<file path="src/rtl/ese_pkg.sv">
// shared types and constants for the sieve engine
package ese_pkg;

    // command codes of an input item
    localparam logic CMD_SIEVE = 1'b0;
    localparam logic CMD_QUERY = 1'b1;

    // status codes of a result item
    localparam logic [1:0] ST_OK        = 2'd0;
    localparam logic [1:0] ST_NOT_BUILT = 2'd1;
    localparam logic [1:0] ST_RANGE     = 2'd2;

    // register and field widths
    localparam int LIMIT_W  = 21;
    localparam int NUMBER_W = 20;
    localparam int STATUS_W = 2;

    // limit after reset, smallest bound used by a sieve
    localparam logic [LIMIT_W-1:0] LIMIT_RESET = 21'h100000;
    localparam int MIN_BOUND = 2;

    // controller states
    typedef enum logic [2:0] {
        S_IDLE,
        S_CLEAR,
        S_SCAN,
        S_CHECK,
        S_CROSS,
        S_QUERY,
        S_FINISH
    } ese_state_t;

    // commands from controller to datapath
    typedef struct packed {
        logic accept;
        logic clr_step;
        logic rd_i;
        logic rd_num;
        logic next_i;
        logic cross_start;
        logic cross_step;
        logic finish;
    } ese_cmd_t;

    // status from datapath to controller
    typedef struct packed {
        logic is_sieve;
        logic clr_last;
        logic sq_done;
        logic composite;
        logic cross_last;
        logic out_free;
    } ese_stat_t;

endpackage

</file>
<file path="src/rtl/ese_ctrl.sv">
// controller state machine of the sieve engine
module ese_ctrl
    import ese_pkg::*;
(
    input  logic      clk,
    input  logic      rst_n,
    input  logic      in_valid,
    output logic      in_ready,
    input  ese_stat_t stat,
    output ese_cmd_t  cmd
);

    ese_state_t state_reg;
    ese_state_t state_next;
    logic       accept;

    assign accept = in_valid && (state_reg == S_IDLE);

    // state register
    always_ff @(posedge clk or negedge rst_n)
    begin
        if (!rst_n)
        begin
            state_reg <= S_IDLE;
        end
        else
        begin
            state_reg <= state_next;
        end
    end

    // next state
    always_comb
    begin
        state_next = state_reg;
        case (state_reg)
            S_IDLE:
            begin
                if (accept)
                begin
                    state_next = stat.is_sieve ? S_CLEAR : S_QUERY;
                end
            end
            S_CLEAR:
            begin
                if (stat.clr_last)
                begin
                    state_next = S_SCAN;
                end
            end
            S_SCAN:
            begin
                state_next = stat.sq_done ? S_FINISH : S_CHECK;
            end
            S_CHECK:
            begin
                state_next = stat.composite ? S_SCAN : S_CROSS;
            end
            S_CROSS:
            begin
                if (stat.cross_last)
                begin
                    state_next = S_SCAN;
                end
            end
            S_QUERY:
            begin
                state_next = S_FINISH;
            end
            S_FINISH:
            begin
                if (stat.out_free)
                begin
                    state_next = S_IDLE;
                end
            end
            default:
            begin
                state_next = S_IDLE;
            end
        endcase
    end

    // command outputs
    always_comb
    begin
        cmd      = '0;
        in_ready = 1'b0;
        case (state_reg)
            S_IDLE:
            begin
                in_ready   = 1'b1;
                cmd.accept = in_valid;
            end
            S_CLEAR:
            begin
                cmd.clr_step = 1'b1;
            end
            S_SCAN:
            begin
                cmd.rd_i = !stat.sq_done;
            end
            S_CHECK:
            begin
                cmd.next_i      = stat.composite;
                cmd.cross_start = !stat.composite;
            end
            S_CROSS:
            begin
                cmd.cross_step = 1'b1;
                cmd.next_i     = stat.cross_last;
            end
            S_QUERY:
            begin
                cmd.rd_num = 1'b1;
            end
            S_FINISH:
            begin
                cmd.finish = stat.out_free;
            end
            default:
            begin
                cmd = '0;
            end
        endcase
    end

endmodule

</file>
<file path="config.mk">
export PLATFORM = sky130hd
export DESIGN_NAME = ese_ctrl
export DESIGN_NICKNAME = d
export VERILOG_FILES = /design/src/rtl/ese_pkg.sv /design/src/rtl/ese_ctrl.sv
export SDC_FILE = /design/constraint.sdc
export NUM_CORES = 1
export LEC_CHECK = 0
export ABC_AREA = 1
export ABC_CLOCK_PERIOD_IN_PS = 2100
export BUFFER_PORTS_ARGS = -buffer_cell sky130_fd_sc_hd__buf_4
export CORE_AREA = 2 2 39 41
export CTS_CLUSTER_SIZE = 20
export DETAILED_ROUTE_END_ITERATION = 10
export DIE_AREA = 0 0 41 43
export GPL_TIMING_DRIVEN = 1
export PLACE_DENSITY = 0.47
export SYNTH_ARGS = -nofsm -noshare
export SYNTH_HDL_FRONTEND = slang
export SYNTH_SLANG_ARGS = --single-unit
</file>
<file path="constraint.sdc">
create_clock -name clk -period 2.1 [get_ports clk]
set_clock_uncertainty 0.2 [all_clocks]
set_input_delay 0.21 -clock clk [delete_from_list [all_inputs] [get_ports clk]]
set_output_delay 0.21 -clock clk [all_outputs]
set_load 0.05 [all_outputs]
</file>
==> qor.yml <==
run_status:
  outcome: "finished, final reports clean"
drt:
  routed_via_density: 4.09
  drt_pass1_iterations: 3
  drt_iter0_drc: 6
  routed_wirelength_um: 783
  drc: 0
  num_vias: 376
  ant_nets: 0
  wl_per_cell_um: 8.51
critical_path:
  worst_path_max_delay_cell: "dfrtp_1"
  path_max_fanout: 8
  setup.worst_path.start_class: "flip-flop"
  cp_data_required_time_ps: 1690
  path_buf_inv: 2
  max_stage_delay_ps: 450
  path_class: "flip-flop to output pin"
  critPathCaptureType: "output pin"
  path_delay_family: "flip-flops"
  crit_arrival_ps: 1380
  cp_cell_sequence: "nor2_2 > inv_1 > nor3_1 > buf_4"
cells_and_area:
  nFillCells: 158
  nNetsFinal: 86
  multi_input_area_um2: 183
  antennaDiodeCount: 0
  layout_common_cells: "buf_4, nand2_1, inv_1"
  stdcell_count: 92
  largest_reg_flops: 3
  layout-drive-gt1-share: 0.368
  synthToLayoutAreaGrowth_pct: 47.9
  seqCellArea_um2: 75.1
  layout_commonest_cell: "buf_4"
floorplan:
  die_w_um: 41
  num_io_pins: 18
  dieHeight_um: 43
  row_count: 14
  start_util: 0.238
  core_um2: 1380
  die_area_um2: 1760
timing:
  rsz0062_at_grt: "no"
  hold_violations: 0
  worst_pin_slew_ps: 340
  setup_tns_ps: 0
  finalCriticalPeriod_ps: 1790
  maxSlewViolCount: 0
  worst_slack_ps: 314
  fin_hold_ws_ps: 65.1
  maxSlewHeadroom: 0.774
  fin_crit_sh: 0.850
  fmax_mhz: 560
  finalSetupViolCount: 0
hold_path:
  hold_class: "input pin to flip-flop"
cts:
  htree_levels: 1
  cts_tree: "done"
  clk_latency_ps: 230
  root_buffer: "clkbuf_4"
  cts.path.max_buffers: 2
  clock_sinks: 3
  clkTransAtPathRegs_ps: 40
  cts_buffers: 3
  cts_resized: 0
synth:
  yosys.area_share.xor_xnor: 0
  synth_fp_nets: 66
  ys_warn_count: 0
  synth-simple-area-share: 0.525
  ys_types: 15
  synth_compound_area_frac: 0.0304
  syn_inst: 57
  syn_area_per_cell_um2: 5.77
  synth_mux_area_frac: 0
  synth_adder_area_share: 0
  syn_area_um2: 329
  synth_top_family_by_area: "simple AND/OR/NAND/NOR gates"
  synth_seq_area_share: 0.228
  yosys_register_bits: 3
power:
  vdd_drop_max_mv: 0.458
  combPwrFrac: 0.682
  leakagePower_nw: 0.294
  p_clk_frac: 0.124
  p_sw_frac: 0.590
  power_density_nw_per_um2: 1630
  power_frac_seq: 0.194
  netSwitchingPower_uw: 467
  internal_power_uw: 325
placement:
  place_hpwl_um: 671
  placed_cells: 87
  port_buffers: 17
  gp_congestion: 0.735
  pre_cts_ws_ps: 544
global_route:
  grt_use_total: 0.0995
  met1_usage: 0.152
  grt_busiest_layer: "met1"
  grt_pass1_wl_mm: 1.24
  grtUsageMet3: 0.0471
  grt_pass1_vias: 309
  grt_max_degree: 12
  grt.met2_usage: 0.134
  grt-ovfl-total: 0
  antenna_found_initial: 0
job:
  drv_cap: 0
## worst reg2reg max path: cells and delay by family (launching register included)
family / cells / cell delay [ps]
AND/OR/NAND/NOR: 6 / 450
flip-flops: 1 / 530
buffers and inverters: 1 / 150
## through the flow
stage | utilization | total power [mW] | instance area (um^2)
6_report | 0.352 | 0.792 | 487
5_1_grt | 0.352 | 0.860 | 487
4_1_cts | 0.352 | 0.803 | 487
3_5_place_dp | 0.325 | 0.697 | 450
3_3_place_gp | 0.325 | 0.698 | 450
2_1_floorplan | - | 0.591 | 329
## cells in the mapped netlist
| library cell | n | area (um^2) |
|---|---|---|
| buf_6 | 1 | 11.3 |
| nand3_1 | 6 | 30.0 |
| dfrtp_1 | 3 | 75.1 |
| o21ai_0 | 1 | 5.00 |
| a21oi_1 | 1 | 5.00 |
| nand2_2 | 3 | 18.8 |
| nand2_1 | 14 | 52.6 |
| inv_1 | 11 | 41.3 |
| nor2_2 | 3 | 18.8 |
| nor2_1 | 7 | 26.3 |
| nor3_1 | 2 | 10.0 |
| nand4_1 | 1 | 6.26 |
| nor3_2 | 1 | 10.0 |
| buf_4 | 2 | 15.0 |
| inv_2 | 1 | 3.75 |
## per-layer routing
| layer | up-vias | wire [um] |
|---|---|---|
| met5 | - | 0 |
| met4 | 0 | 0 |
| met3 | 0 | 67 |
| met2 | 13 | 330 |
| met1 | 153 | 385 |
| li1 | 210 | - |
## path summary, 6_finish.rpt
check,startpoint,end,slack (ps),cells past startpoint
setup / recovery,state_reg[0]$_DFFE_PN0P_,cmd[7],310,4
hold / removal,stat[0],state_reg[1]$_DFFE_PN0P_,70,4
setup reg to reg,state_reg[1]$_DFFE_PN0P_,state_reg[2]$_DFFE_PN0P_,650,7
hold reg to reg,state_reg[0]$_DFFE_PN0P_,state_reg[1]$_DFFE_PN0P_,490,3
max in group asynchronous,rst_n,state_reg[2]$_DFFE_PN0P_,1500,2
min in group asynchronous,rst_n,state_reg[1]$_DFFE_PN0P_,110,2
## power groups by stage
stage,clock network (mW),logic (mW),registers (mW)
2_1_floorplan,0,0.480,0.111
3_3_place_gp,0,0.545,0.153
3_5_place_dp,0,0.542,0.155
4_1_cts,0.102,0.548,0.153
5_1_grt,0.114,0.587,0.159
6_report,0.0979,0.540,0.154
## cells by family (layout without fill, tap and decap cells)
kind of cell	after synthesis	count (layout)
AO/OA/AOI/OAI	2	2
AND/OR/NAND/NOR	37	37
flip-flops	3	3
buffers and inverters	15	34
## area by class of cell
type	instances	share of cell area
Sequential cell	3	0.154
Multi-Input combinational cell	39	0.375
Timing Repair Buffer	18	0.283
Inverter	12	0.0925
Tap cell	16	0.0411
Clock buffer	4	0.0540
## repair_timing
action                    4_1_cts  5_1_grt
hold endpoints to repair        3        0
hold buffers                    1        0
buffers inserted                0        0
(Power assumes the default switching activity.)
